$ cat src/lis_pkg.sv
// Shared constants and the command type for the increasing-run engine.
// No dependencies; every other RTL file imports this package.
`default_nettype none

package lis_pkg;

	// Storage geometry
	localparam int MAX_ITEMS  = 64;
	localparam int VALUE_BITS = 16;
	localparam int ADDR_BITS  = $clog2(MAX_ITEMS);
	localparam int CNT_BITS   = $clog2(MAX_ITEMS + 1);

	// Fixed field widths of the channels
	localparam int ELEM_BITS = 16;
	localparam int RUN_BITS  = 7;
	localparam int POS_BITS  = 6;

	// Command queue between front and back (depth must be a power of two)
	localparam int QUEUE_DEPTH = 4;
	localparam int QPTR_BITS   = $clog2(QUEUE_DEPTH);
	localparam int QCNT_BITS   = $clog2(QUEUE_DEPTH + 1);

	// One classified input item
	typedef struct packed {
		logic                  store;  // value goes into the store
		logic [ADDR_BITS-1:0]  addr;   // store slot
		logic [VALUE_BITS-1:0] value;
		logic                  last;   // closes the sequence
		logic [CNT_BITS-1:0]   count;  // entries stored after this item
		logic                  ovf;    // items were dropped in this sequence
	} cmd_t;

endpackage

`default_nettype wire

$ cat src/lis_channels.sv
// Valid/ready channel interfaces for the sequence input and the run output.
// Depends on lis_pkg for field widths.
`default_nettype none

interface lis_in_if import lis_pkg::*; ();
	logic                        valid;
	logic                        ready;
	logic signed [ELEM_BITS-1:0] value;
	logic                        final_item;

	modport source (output valid, output value, output final_item, input ready);
	modport sink (input valid, input value, input final_item, output ready);
endinterface

interface lis_out_if import lis_pkg::*; ();
	logic                        valid;
	logic                        ready;
	logic [RUN_BITS-1:0]         run_length;
	logic signed [ELEM_BITS-1:0] element;
	logic [POS_BITS-1:0]         element_position;
	logic                        end_of_run;
	logic                        overflowed;

	modport source (output valid, output run_length, output element,
		output element_position, output end_of_run, output overflowed, input ready);
	modport sink (input valid, input run_length, input element,
		input element_position, input end_of_run, input overflowed, output ready);
endinterface

`default_nettype wire

$ cat src/lis_front.sv
// Front end: accepts sequence transactions, tracks fill count and overflow,
// and turns each item into a command for the queue. Depends on lis_pkg.
`default_nettype none

module lis_front import lis_pkg::*; (
	input  wire         clk,
	input  wire         arst_n,
	lis_in_if.sink      seq,
	input  wire         q_full,
	output logic        q_push,
	output cmd_t        q_cmd
);

	logic [CNT_BITS-1:0] cnt_q;
	logic                ovf_q;
	logic                room;

	assign seq.ready = !q_full;
	assign q_push    = seq.valid && !q_full;
	assign room      = (cnt_q < CNT_BITS'(MAX_ITEMS));

	// Classify the item: store it while there is room, else drop and flag
	always_comb begin
		q_cmd.store = room;
		q_cmd.addr  = cnt_q[ADDR_BITS-1:0];
		q_cmd.value = VALUE_BITS'(seq.value);
		q_cmd.last  = seq.final_item;
		q_cmd.count = room ? (cnt_q + CNT_BITS'(1)) : cnt_q;
		q_cmd.ovf   = ovf_q || !room;
	end

	// Advance the count; a final item starts a fresh sequence
	always_ff @(posedge clk or negedge arst_n) begin
		if (!arst_n) begin
			cnt_q <= '0;
			ovf_q <= 1'b0;
		end else if (q_push) begin
			if (seq.final_item) begin
				cnt_q <= '0;
				ovf_q <= 1'b0;
			end else begin
				cnt_q <= q_cmd.count;
				ovf_q <= q_cmd.ovf;
			end
		end
	end

endmodule

`default_nettype wire

$ cat src/lis_queue.sv
// Short command queue that decouples the front end from the engine.
// Depends on lis_pkg for cmd_t and the queue depth.
`default_nettype none

module lis_queue import lis_pkg::*; (
	input  wire   clk,
	input  wire   arst_n,
	input  wire   push,
	input  cmd_t  push_cmd,
	output logic  full,
	input  wire   pop,
	output logic  not_empty,
	output cmd_t  head_cmd
);

	cmd_t                 slots_q [QUEUE_DEPTH];
	logic [QPTR_BITS-1:0] wr_ptr_q;
	logic [QPTR_BITS-1:0] rd_ptr_q;
	logic [QCNT_BITS-1:0] used_q;

	assign full      = (used_q == QCNT_BITS'(QUEUE_DEPTH));
	assign not_empty = (used_q != '0);
	assign head_cmd  = slots_q[rd_ptr_q];

	// Hold command payloads
	always_ff @(posedge clk) begin
		if (push) begin
			slots_q[wr_ptr_q] <= push_cmd;
		end
	end

	// Advance pointers and occupancy
	always_ff @(posedge clk or negedge arst_n) begin
		if (!arst_n) begin
			wr_ptr_q <= '0;
			rd_ptr_q <= '0;
			used_q   <= '0;
		end else begin
			if (push) begin
				wr_ptr_q <= wr_ptr_q + QPTR_BITS'(1);
			end
			if (pop) begin
				rd_ptr_q <= rd_ptr_q + QPTR_BITS'(1);
			end
			if (push && !pop) begin
				used_q <= used_q + QCNT_BITS'(1);
			end else if (pop && !push) begin
				used_q <= used_q - QCNT_BITS'(1);
			end
		end
	end

endmodule

`default_nettype wire

$ cat src/lis_engine.sv
// Back end: stores values, runs the right-to-left chain-length scan and
// walks the chosen run onto the output channel. Depends on lis_pkg.
`default_nettype none

module lis_engine import lis_pkg::*; (
	input  wire         clk,
	input  wire         arst_n,
	input  wire         q_vld,
	input  cmd_t        q_cmd,
	output logic        q_pop,
	lis_out_if.source   run
);

	typedef enum logic [3:0] {
		ST_IDLE,
		ST_DP_RD,
		ST_DP_LD,
		ST_DP_SCAN,
		ST_DP_WR,
		ST_EM_RD,
		ST_EM_LD,
		ST_SR_SCAN,
		ST_EMIT
	} state_t;

	state_t state_q;

	// Value and chain-length memories
	logic signed [VALUE_BITS-1:0] val_mem [MAX_ITEMS];
	logic [CNT_BITS-1:0]          len_mem [MAX_ITEMS];
	logic signed [VALUE_BITS-1:0] rd_val_q;
	logic [CNT_BITS-1:0]          rd_len_q;
	logic [ADDR_BITS-1:0]         rd_addr;
	logic                         val_we;
	logic                         len_we;

	// Scan control
	logic [CNT_BITS-1:0]          n_q;
	logic                         ovf_q;
	logic [ADDR_BITS-1:0]         i_q;
	logic [CNT_BITS-1:0]          j_q;
	logic                         pend_q;
	logic [ADDR_BITS-1:0]         pj_q;
	logic signed [VALUE_BITS-1:0] vi_q;
	logic [CNT_BITS-1:0]          longest_q;
	logic [CNT_BITS-1:0]          best_q;
	logic [ADDR_BITS-1:0]         start_q;
	logic [CNT_BITS-1:0]          need_q;
	logic                         found_q;
	logic [ADDR_BITS-1:0]         fj_q;
	logic signed [VALUE_BITS-1:0] fv_q;
	logic [ADDR_BITS-1:0]         cur_q;
	logic                         dp_issue;
	logic                         sr_issue;
	logic                         larger;
	logic [CNT_BITS-1:0]          new_len;

	// Output register
	logic                         out_vld_q;
	logic [RUN_BITS-1:0]          out_len_q;
	logic [ELEM_BITS-1:0]         out_elem_q;
	logic [POS_BITS-1:0]          out_pos_q;
	logic                         out_end_q;
	logic                         out_ovf_q;
	logic                         out_free;

	assign q_pop    = (state_q == ST_IDLE) && q_vld;
	assign val_we   = q_pop && q_cmd.store;
	assign len_we   = (state_q == ST_DP_WR);
	assign new_len  = longest_q + CNT_BITS'(1);
	assign dp_issue = (j_q < n_q);
	assign sr_issue = (j_q < n_q) && (need_q != '0);
	assign larger   = (rd_val_q > vi_q);
	assign out_free = !out_vld_q || run.ready;

	always_comb begin
		case (state_q)
			ST_DP_RD: rd_addr = i_q;
			ST_EM_RD: rd_addr = start_q;
			default:  rd_addr = j_q[ADDR_BITS-1:0];
		endcase
	end

	// Value store: written from commands, read one entry per cycle
	always_ff @(posedge clk) begin
		if (val_we) begin
			val_mem[q_cmd.addr] <= q_cmd.value;
		end
		rd_val_q <= val_mem[rd_addr];
	end

	// Chain-length store: written once per index during the scan
	always_ff @(posedge clk) begin
		if (len_we) begin
			len_mem[i_q] <= new_len;
		end
		rd_len_q <= len_mem[rd_addr];
	end

	assign run.valid            = out_vld_q;
	assign run.run_length       = out_len_q;
	assign run.element          = out_elem_q;
	assign run.element_position = out_pos_q;
	assign run.end_of_run       = out_end_q;
	assign run.overflowed       = out_ovf_q;

	// Sequence the length scan, the run walk and the output register
	always_ff @(posedge clk or negedge arst_n) begin
		if (!arst_n) begin
			state_q    <= ST_IDLE;
			n_q        <= '0;
			ovf_q      <= 1'b0;
			i_q        <= '0;
			j_q        <= '0;
			pend_q     <= 1'b0;
			pj_q       <= '0;
			vi_q       <= '0;
			longest_q  <= '0;
			best_q     <= '0;
			start_q    <= '0;
			need_q     <= '0;
			found_q    <= 1'b0;
			fj_q       <= '0;
			fv_q       <= '0;
			cur_q      <= '0;
			out_vld_q  <= 1'b0;
			out_len_q  <= '0;
			out_elem_q <= '0;
			out_pos_q  <= '0;
			out_end_q  <= 1'b0;
			out_ovf_q  <= 1'b0;
		end else begin
			// Drop the output once the receiver takes it; the emit state reloads it
			if (run.ready && (state_q != ST_EMIT)) begin
				out_vld_q <= 1'b0;
			end
			case (state_q)
				ST_IDLE: begin
					if (q_vld && q_cmd.last) begin
						n_q     <= q_cmd.count;
						ovf_q   <= q_cmd.ovf;
						i_q     <= ADDR_BITS'(q_cmd.count - CNT_BITS'(1));
						best_q  <= '0;
						state_q <= ST_DP_RD;
					end
				end
				ST_DP_RD: begin
					state_q <= ST_DP_LD;
				end
				ST_DP_LD: begin
					vi_q      <= rd_val_q;
					longest_q <= '0;
					j_q       <= CNT_BITS'(i_q) + CNT_BITS'(1);
					pend_q    <= 1'b0;
					state_q   <= ST_DP_SCAN;
				end
				ST_DP_SCAN: begin
					// Best length among later, larger values
					if (pend_q && larger && (rd_len_q > longest_q)) begin
						longest_q <= rd_len_q;
					end
					pend_q <= dp_issue;
					if (dp_issue) begin
						j_q <= j_q + CNT_BITS'(1);
					end else if (!pend_q) begin
						state_q <= ST_DP_WR;
					end
				end
				ST_DP_WR: begin
					// Moving leftward, ties go to the earlier index
					if (new_len >= best_q) begin
						best_q  <= new_len;
						start_q <= i_q;
					end
					if (i_q == '0) begin
						state_q <= ST_EM_RD;
					end else begin
						i_q     <= i_q - ADDR_BITS'(1);
						state_q <= ST_DP_RD;
					end
				end
				ST_EM_RD: begin
					state_q <= ST_EM_LD;
				end
				ST_EM_LD: begin
					vi_q    <= rd_val_q;
					cur_q   <= start_q;
					need_q  <= best_q - CNT_BITS'(1);
					j_q     <= CNT_BITS'(start_q) + CNT_BITS'(1);
					pend_q  <= 1'b0;
					state_q <= ST_SR_SCAN;
				end
				ST_SR_SCAN: begin
					// Earliest later, larger index one step shorter
					if (pend_q && larger && (rd_len_q == need_q)) begin
						found_q <= 1'b1;
						fj_q    <= pj_q;
						fv_q    <= rd_val_q;
						pend_q  <= 1'b0;
						state_q <= ST_EMIT;
					end else if (!sr_issue && !pend_q) begin
						found_q <= 1'b0;
						state_q <= ST_EMIT;
					end else begin
						pend_q <= sr_issue;
						pj_q   <= j_q[ADDR_BITS-1:0];
						if (sr_issue) begin
							j_q <= j_q + CNT_BITS'(1);
						end
					end
				end
				ST_EMIT: begin
					if (out_free) begin
						out_vld_q  <= 1'b1;
						out_len_q  <= RUN_BITS'(best_q);
						out_elem_q <= ELEM_BITS'($unsigned(vi_q));
						out_pos_q  <= POS_BITS'(cur_q);
						out_end_q  <= !found_q;
						out_ovf_q  <= ovf_q;
						if (found_q) begin
							cur_q   <= fj_q;
							vi_q    <= fv_q;
							need_q  <= need_q - CNT_BITS'(1);
							j_q     <= CNT_BITS'(fj_q) + CNT_BITS'(1);
							pend_q  <= 1'b0;
							state_q <= ST_SR_SCAN;
						end else begin
							state_q <= ST_IDLE;
						end
					end
				end
				default: begin
					state_q <= ST_IDLE;
				end
			endcase
		end
	end

endmodule

`default_nettype wire

$ cat src/longest_increasing_subsequence.sv
// Longest strictly increasing subsequence engine, top level.
// Channels: seq takes one signed value per transaction, with final_item
// marking the end of a sequence; run returns the chosen subsequence, one
// element per transaction, in order, with its index, the run length, an
// end_of_run mark on the last element and an overflowed flag.
// Up to 64 values are kept; further items in a sequence are dropped and
// reported through overflowed.
// Loading: one item per cycle while the queue has room, buffered by a
// four-entry command queue. The final item starts the length scan, which
// visits every later entry for each index through the single read port of
// the value memory. The run walk then scans the later entries again to find
// each next element of the run.
// New items keep loading into the queue while the engine works; seq.ready
// drops only when the queue is full.
// Reset clears the count, the overflow flag, the queue and the output
// register; the memories are not cleared. A stalled receiver holds the
// current result and stops the walk; nothing is lost.
`default_nettype none

module longest_increasing_subsequence import lis_pkg::*; (
	input  wire        clk,
	input  wire        arst_n,
	lis_in_if.sink     seq,
	lis_out_if.source  run
);

	logic q_full;
	logic q_push;
	cmd_t q_push_cmd;
	logic q_vld;
	cmd_t q_head_cmd;
	logic q_pop;

	lis_front u_front (
		.clk    (clk),
		.arst_n (arst_n),
		.seq    (seq),
		.q_full (q_full),
		.q_push (q_push),
		.q_cmd  (q_push_cmd)
	);

	lis_queue u_queue (
		.clk       (clk),
		.arst_n    (arst_n),
		.push      (q_push),
		.push_cmd  (q_push_cmd),
		.full      (q_full),
		.pop       (q_pop),
		.not_empty (q_vld),
		.head_cmd  (q_head_cmd)
	);

	lis_engine u_engine (
		.clk    (clk),
		.arst_n (arst_n),
		.q_vld  (q_vld),
		.q_cmd  (q_head_cmd),
		.q_pop  (q_pop),
		.run    (run)
	);

endmodule

`default_nettype wire

$ cat src/flat_wrapper.sv
// flat-port wrapper written by rule: the top's interface ports become plain ports
module longest_increasing_subsequence_flat import lis_pkg::*;
  (clk, arst_n, seq_valid, seq_value, seq_final_item, seq_ready, run_valid, run_run_length, run_element, run_element_position, run_end_of_run, run_overflowed, run_ready);
  lis_in_if seq_i ();
  lis_out_if run_i ();
  input  wire clk;
  input  wire arst_n;
  input wire logic [$bits(seq_i.valid)-1:0] seq_valid;
  input wire logic [$bits(seq_i.value)-1:0] seq_value;
  input wire logic [$bits(seq_i.final_item)-1:0] seq_final_item;
  output wire logic [$bits(seq_i.ready)-1:0] seq_ready;
  output wire logic [$bits(run_i.valid)-1:0] run_valid;
  output wire logic [$bits(run_i.run_length)-1:0] run_run_length;
  output wire logic [$bits(run_i.element)-1:0] run_element;
  output wire logic [$bits(run_i.element_position)-1:0] run_element_position;
  output wire logic [$bits(run_i.end_of_run)-1:0] run_end_of_run;
  output wire logic [$bits(run_i.overflowed)-1:0] run_overflowed;
  input wire logic [$bits(run_i.ready)-1:0] run_ready;
  assign seq_i.valid = seq_valid;
  assign seq_i.value = seq_value;
  assign seq_i.final_item = seq_final_item;
  assign seq_ready = seq_i.ready;
  assign run_valid = run_i.valid;
  assign run_run_length = run_i.run_length;
  assign run_element = run_i.element;
  assign run_element_position = run_i.element_position;
  assign run_end_of_run = run_i.end_of_run;
  assign run_overflowed = run_i.overflowed;
  assign run_i.ready = run_ready;
  longest_increasing_subsequence u_core (.clk(clk), .arst_n(arst_n), .seq(seq_i), .run(run_i));
endmodule
$ cat config.mk
export PLATFORM = sky130hd
export DESIGN_NAME = longest_increasing_subsequence_flat
export DESIGN_NICKNAME = d
export VERILOG_FILES = /design/src/lis_pkg.sv /design/src/lis_channels.sv /design/src/lis_front.sv /design/src/lis_queue.sv /design/src/lis_engine.sv /design/src/longest_increasing_subsequence.sv /design/src/flat_wrapper.sv
export SDC_FILE = /design/constraint.sdc
export NUM_CORES = 2
export LEC_CHECK = 0
export BUFFER_PORTS_ARGS = -buffer_cell sky130_fd_sc_hd__buf_2
export CORE_UTILIZATION = 45
export DETAILED_ROUTE_END_ITERATION = 7
export MAX_ROUTING_LAYER = met4
export PLACE_DENSITY = 0.66
export SLEW_MARGIN = 20
export SYNTH_ARGS = -nofsm -noshare
export SYNTH_HDL_FRONTEND = slang
export SYNTH_HIERARCHICAL = 1
export SYNTH_SLANG_ARGS = --single-unit
export TNS_END_PERCENT = 50
$ cat constraint.sdc
create_clock -name clk -period 3.6 [get_ports clk]
set_clock_uncertainty 0.1 [all_clocks]
set_input_delay 0.18 -clock clk [delete_from_list [all_inputs] [get_ports clk]]
set_output_delay 0.18 -clock clk [all_outputs]
set_load 0.01 [all_outputs]
== Word-level counts from Yosys, hierarchy flattened ==
Memory sizes are Yosys's and may differ from the RTL's. A register that Yosys moved wholly into a read port is not among the register bits.
Cells that the tools add are included.
Storage, ports and cells
  register bits: 151
  bits in latches: 0
  memory bits (writable): 1600
  bits in read-only memories: 0
  output and inout bits: 33
  word-level logic and storage cells: 180
  memories: 3
Cells by class
  add/subtract/negate cells: 14
  multiply operators: 0
  divide/modulo/power cells: 0
  magnitude comparators: 5
  equality and inequality tests: 25
  shifts and indexed selects: 0
  mux-type cells: 55
  bitwise logic cells: 2
  reductions and logical operators: 49
Memory list
  u_core.u_engine.val_mem: depth 64, width 16, rd ports 1, clocked after Yosys merged registers in 1, write ports 1, RTL line lis_engine.sv:29  | logic signed [VALUE_BITS-1:0] val_mem [MAX_ITEMS];
  u_core.u_engine.len_mem: depth 64, width 7, rd ports 1, clocked after Yosys merged registers in 1, write ports 1, RTL line lis_engine.sv:30  | logic [CNT_BITS-1:0] len_mem [MAX_ITEMS];
  u_core.u_queue.slots_q: depth 4, width 32, rd ports 1, clocked after Yosys merged registers in 0, write ports 1, RTL line lis_queue.sv:16  | cmd_t slots_q [QUEUE_DEPTH];
Operators with widths (number)
  $mux W7: 13
  $pmux W7 S2: 3
  $pmux W4 S9: 1
  $pmux W6 S2: 3
  $pmux W7 S5: 1
  $mux W16: 2
  $pmux W16 S2: 1
  $mux W4: 6
  $mux W6: 4
  $add A6 B1 Y7 const B: 3
  $add A7 B1 Y7 const B: 3
  $ne A2 B2 Y1 const B: 10
  $eq A4 B3 Y1 const B: 4
  $gt A16 B16 Y1: 1
  $mux W1: 16
  $reduce_and A3 Y1: 5
  $sub A7 B1 Y7 const B: 2
  $logic_and A1 B1 Y1: 12
  $mux W3: 4
  $reduce_and A2 Y1: 6
  $reduce_bool A2 Y1: 6
  $sub A6 B1 Y6 const B: 2
  $eq A4 B2 Y1 const B: 2
  $logic_not A1 Y1: 8
  27 further kinds: 32

== Logic depth before layout (Yosys ltp) ==
  depth in word-level cells: 7
  depth in mapped cells: 14

== By module ==
Netlist, hierarchy kept.
Modules (own cells, without submodules)
  lis_engine: instances 1, cells an instance 4832, area each 66450.0 um^2, sequential area each 48066.1 um^2
  lis_queue: instances 1, cells an instance 202, area each 5061.1 um^2, sequential area each 4018.9 um^2
  lis_front: instances 1, cells an instance 73, area each 685.7 um^2, sequential area each 200.2 um^2

== Worst setup path before layout ==
No wires, ideal clock.
  path kind: register -> register
  start point: register u_core.u_engine.longest_q[0]
  end point: register u_core.u_engine.start_q[2]
  library setup time: 0.125 ns
  data arrival time: 3.690 ns
  data required time: 3.375 ns
  setup slack: -0.314 ns
  cell stages (with the launch flop): 11
  clock period less this slack: 3.914 ns
  path through: dfrtp_1 -> inv_1 -> nor3_1 -> nand3_1 -> xnor2_1 -> inv_1 -> ha_1 -> nor2b_1 -> o31ai_1 -> buf_2 -> mux2_2
On the way
  word-level cells in the longest chain between the ends: 3
Ends and longest elaborated chain
  start, declared: RTL line lis_engine.sv:45  | logic [CNT_BITS-1:0] longest_q;
  start signal, assigned: RTL line lis_engine.sv:160  | longest_q <= rd_len_q;
  $add A7 B1 Y7: RTL line lis_engine.sv:70  | assign new_len = longest_q + CNT_BITS'(1);
  named net u_core.u_engine.new_len[0]: RTL line lis_engine.sv:56  | logic [CNT_BITS-1:0] new_len;
  $ge A7 B7 Y1: RTL line lis_engine.sv:171  | if (new_len >= best_q) begin
  $reduce_and A2 Y1 (no source line)
  end signal, assigned: RTL line lis_engine.sv:173  | start_q <= i_q;
  end, declared: RTL line lis_engine.sv:47  | logic [ADDR_BITS-1:0] start_q;
The timed path passes the listed nets, and every way through them passes these cells.
A chain may end at the register's enable or synchronous reset.

== Worst setup path in the final report ==
  start point: register u_core.u_engine.state_q[3]
  end point: register u_core.u_engine.rd_val_q[13] (read register of u_core.u_engine.val_mem)
On the way
  word-level cells in the longest chain between the ends: 2
  elaborated cells on any way between the ends: 3
Ends and longest elaborated chain
  start, declared: RTL line lis_engine.sv:26  | state_t state_q;
  start signal, assigned: RTL line lis_engine.sv:110  | state_q <= ST_IDLE;
  start signal, assigned: RTL line lis_engine.sv:144  | state_q <= ST_DP_RD;
  start signal, assigned: RTL line lis_engine.sv:148  | state_q <= ST_DP_LD;
  $eq A4 B3 Y1 / $eq A4 B1 Y1 (equally long branches): RTL line lis_engine.sv:77  | case (state_q)
  $pmux W6 S2 (*): RTL line lis_engine.sv:77
  end, declared: RTL line lis_engine.sv:31  | logic signed [VALUE_BITS-1:0] rd_val_q;
Every way passes the cells marked *; elsewhere a longest branch is shown, timed or not.

==> impl_results.md <==
- Clk pin slew, worst setup/hold paths: 0.06 ns
- Sequential element share of the synthesized area: 0.724
- Most common cell after layout, fill and taps aside: edfxtp_1
- Pin count of the biggest net entering global routing: 80
- Final core area utilization: 0.520
- Area grow syn2layout: 14.3%
- Max-slew headroom: 0.245
- Worst R2R Start: u_core/u_engine/state_q[3]$_DFFE_PN0P_
- Via count: 44700
- Core area: 159000 um2
- Worst IR drop on VDD: 852 uV
- 1st-iter DRT viols: 5826
- Grt met2 use: 0.368
- Internal reg-to-reg setup slack: 0.004 ns
- Avg Cell Area, Syn: 14.1 um2
- Vias per cell: 5.91
- Leading post-synthesis cells by cell area: edfxtp_1 (67%), nand2_1 (5.5%), dfrtp_1 (5.2%)
- Post-place setup slack: -0.399 ns
- I/O pin count: 54
- Chip height: 403 um
- Final antenna-violating net count: 0
- Most frequently used flop master after synthesis: edfxtp_1
- Crit end category: flop
- Max FO, Critical Path: 16
- Cell Area, Synth: 72200 um2
- Worst reg2reg path endpoint: u_core/u_engine/rd_val_q[13]$_DFF_P_
- Crit path kind: flop to flop
- Overall Global Routing Usage: 0.243
- Num CTS Buffers: 179
- Drc violations: 0
- Min Hold Slack: 0.0396 ns
- Setup ws final: 0.00353 ns
- Clk_lat worst skew: 0.84 ns
- RSZ-0062 raised after global routing: no
- I/O Buffers: 53
- Reg2Reg Depth: 11
- Hpwl dp: 117000 um
- Area leader, netlist: edfxtp_1
- Clk root buf: clkbuf_16
- GR Layer Usage met3: 0.0433
- Cell variety after synth: 96
- Row count: 146
- Number of synthesized register bits: 1774
- Hold Path Class: input port to flop
- Num Clock Sinks: 1774
- Die width: 403 um
- First-pass GRT wire length: 285000 um
- Antenna violations before repair: 2
- Synth async-reset ratio: 0.0851
- Final Power: 0.0824 W
- EDFF count, synth: 1600
- Most frequent cells in the layout: edfxtp_1 (1600), nand2_1 (1050), buf_4 (272), nand3_1 (217), nor2_1 (203)
- Run status: complete, no violations
- RePlAce Congestion: 0.907
- Max Clock Freq: 278 MHz
- Post-route clock period utilization: 0.999
- Req. time, crit path: 4.14 ns
- GR peak layer: met2
- Max-Cap Viols: 0
- Vias in the first global route: 42900
- Slew Viols, Final: 0
- Yosys top cell area share: 0.665
- Initial Utilization: 0.455
- Pwr Density: 998 nW/um2
- CTS Buffer Depth: 3
- Layout cells sized above 1: 0.158
- Final nets: 5402
- Die area: 162000 um2
- HP Start: seq_value[8]
- Min Tclk post-route: 3.60 ns
- Met1 global-route usage: 0.332
- Final setup viols: 0
- Crit path DAT: 4.13 ns
- Worst-margin pin slew: 1.13 ns
- GRT Residual Overflow: 0
- Hold path cells: 2
- Final Hold Viols: 0
- Pleak: 29.0 nW
- CTS tree: yes
- DR WL/cell: 25.5 um
- Total detailed-routing wirelength: 193000 um
- Cells after synthesis: 5107
- DR pass1 iterations: 5
- Hold endpoint: u_core/u_queue/slots_q[1][17]$_DFFE_PP_
- Crit start category: flop
- Htree depth: 4
- Synthesized net count: 5175
- YS warnings: 6
[worst max-delay path, cell delays in order, from the launching register on]
cell and delay (ns):
dfrtp_1 0.42, buf_4 0.20, or3b_4 0.40, nand3_4 0.22, buf_4 0.34, buf_4 0.29
and3_1 0.19, a211oi_1 0.05, a311oi_1 0.35, nor3_1 0.14, or4_1 0.50, o311ai_4 0.18
[how the worst max path moves through the flow]
stage | cells after the start | startpoint | endpoint | slack, ns
final | 11 | u_core/u_engine/state_q[3]$_DFFE_PN0P_ | u_core/u_engine/rd_val_q[13]$_DFF_P_ | 0.004
after global routing | 11 | u_core/u_engine/state_q[3]$_DFFE_PN0P_ | u_core/u_engine/rd_val_q[11]$_DFF_P_ | 0.004
after CTS | 10 | u_core/u_engine/state_q[3]$_DFFE_PN0P_ | u_core/u_engine/rd_val_q[15]$_DFF_P_ | 0.004
after detailed placement | 10 | u_core/u_engine/state_q[3]$_DFFE_PN0P_ | u_core/u_engine/rd_val_q[11]$_DFF_P_ | -0.40
after global placement | 10 | u_core/u_engine/state_q[3]$_DFFE_PN0P_ | u_core/u_engine/rd_val_q[11]$_DFF_P_ | -0.37
after floorplan | 10 | u_core/u_engine/longest_q[0]$_DFFE_PN0P_ | u_core/u_engine/start_q[2]$_DFFE_PN0P_ | -0.04
[kinds of logic (layout without fill, tap and decap cells)]
logic type | count (synthesis) | count (layout) | synth area share
adder cells (fa/ha/maj) | 47 | 47 | 0.00825
other | 0 | 2 | 0
XOR/XNOR | 28 | 28 | 0.00340
multiplexers | 262 | 262 | 0.0508
buffers and inverters | 413 | 789 | 0.0278
flip-flops | 1774 | 1774 | 0.724
AND/OR/NAND/NOR | 1827 | 1828 | 0.112
AO/OA/AOI/OAI | 756 | 756 | 0.0734
[synthesized netlist by cell type (all sizes together), types with 9 or more instances]
cell type	number
a311oi	11
edfxtp	1600
a32oi	22
dfxtp	23
and2	9
a31oi	127
a211oi	165
nor3	44
nand2b	15
a21oi	116
mux2	67
o21ai	97
ha	46
inv	57
nand4	53
o311ai	24
clkbuf	161
nor2	206
a32o	22
o211a	21
buf	195
o22ai	23
nand3b	10
nor2b	9
mux4	75
o22a	21
mux2i	120
a31o	43
and3	161
dfrtp	151
xnor2	20
nand3	219
nand2	1055
[per-layer routing]
layer	share of wire	wire, um
met4	0.036	6870
met3	0.089	17200
met2	0.46	89600
met5	0	0
met1	0.41	79100
[stage by stage]
| stage | instance area (um2) | setup TNS (ns) | cells |
|---|---|---|---|
| global route | 82500 | 0 | 7557 |
| detailed placement | 76200 | -1.42 | 7185 |
| global placement | 76200 | -1.27 | 7185 |
| floorplan | 72300 | -0.119 | 5107 |
| finish | 82500 | 0 | 7558 |
| CTS | 82400 | 0 | 7554 |
[layout make-up]
| type | count | area (um2) |
|---|---|---|
| tap | 2072 | 2590 |
| clock buffer | 224 | 4720 |
| antenna | 2 | 5.00 |
| fill | 12800 | 76200 |
| multi-input combinational | 2921 | 18200 |
| timing repair buffer | 401 | 3420 |
| clock inverter | 107 | 1040 |
| sequential | 1774 | 52300 |
| inverter | 57 | 221 |
[power breakdown]
part	switching (W)	internal, W
Combinational	0.0245	0.0116
Sequential	0.00111	0.0268
Clock	0.00789	0.0104
[state kept, by name (all words and copies together) (netlist names), 7 cells and up]
register,cells
u_core/u_engine/rd_val_q,16
u_core/u_engine/need_q,7
u_core/u_engine/run.element,16
u_core/u_engine/val_mem,1024
u_core/u_engine/fv_q,16
u_core/u_engine/vi_q,16
u_core/u_engine/len_mem,448
u_core/u_engine/best_q,7
u_core/u_engine/n_q,7
u_core/u_engine/run.run_length,7
u_core/u_engine/j_q,7
u_core/u_engine/rd_len_q,7
u_core/u_queue/slots_q,128
u_core/u_front/cnt_q,7
u_core/u_engine/longest_q,7
[what timing repair did]
item | in CTS | in global routing
endpoints found under the hold margin | 229 | 0
pin swaps | 0 | 2
setup endpoints to repair | 8 | 8
gates resized for setup | 13 | 17
gates cloned | 0 | 1
hold buffers | 38 | 0
setup buffers | 0 | 1
No activity file was read; power rests on OpenSTA's default activity.
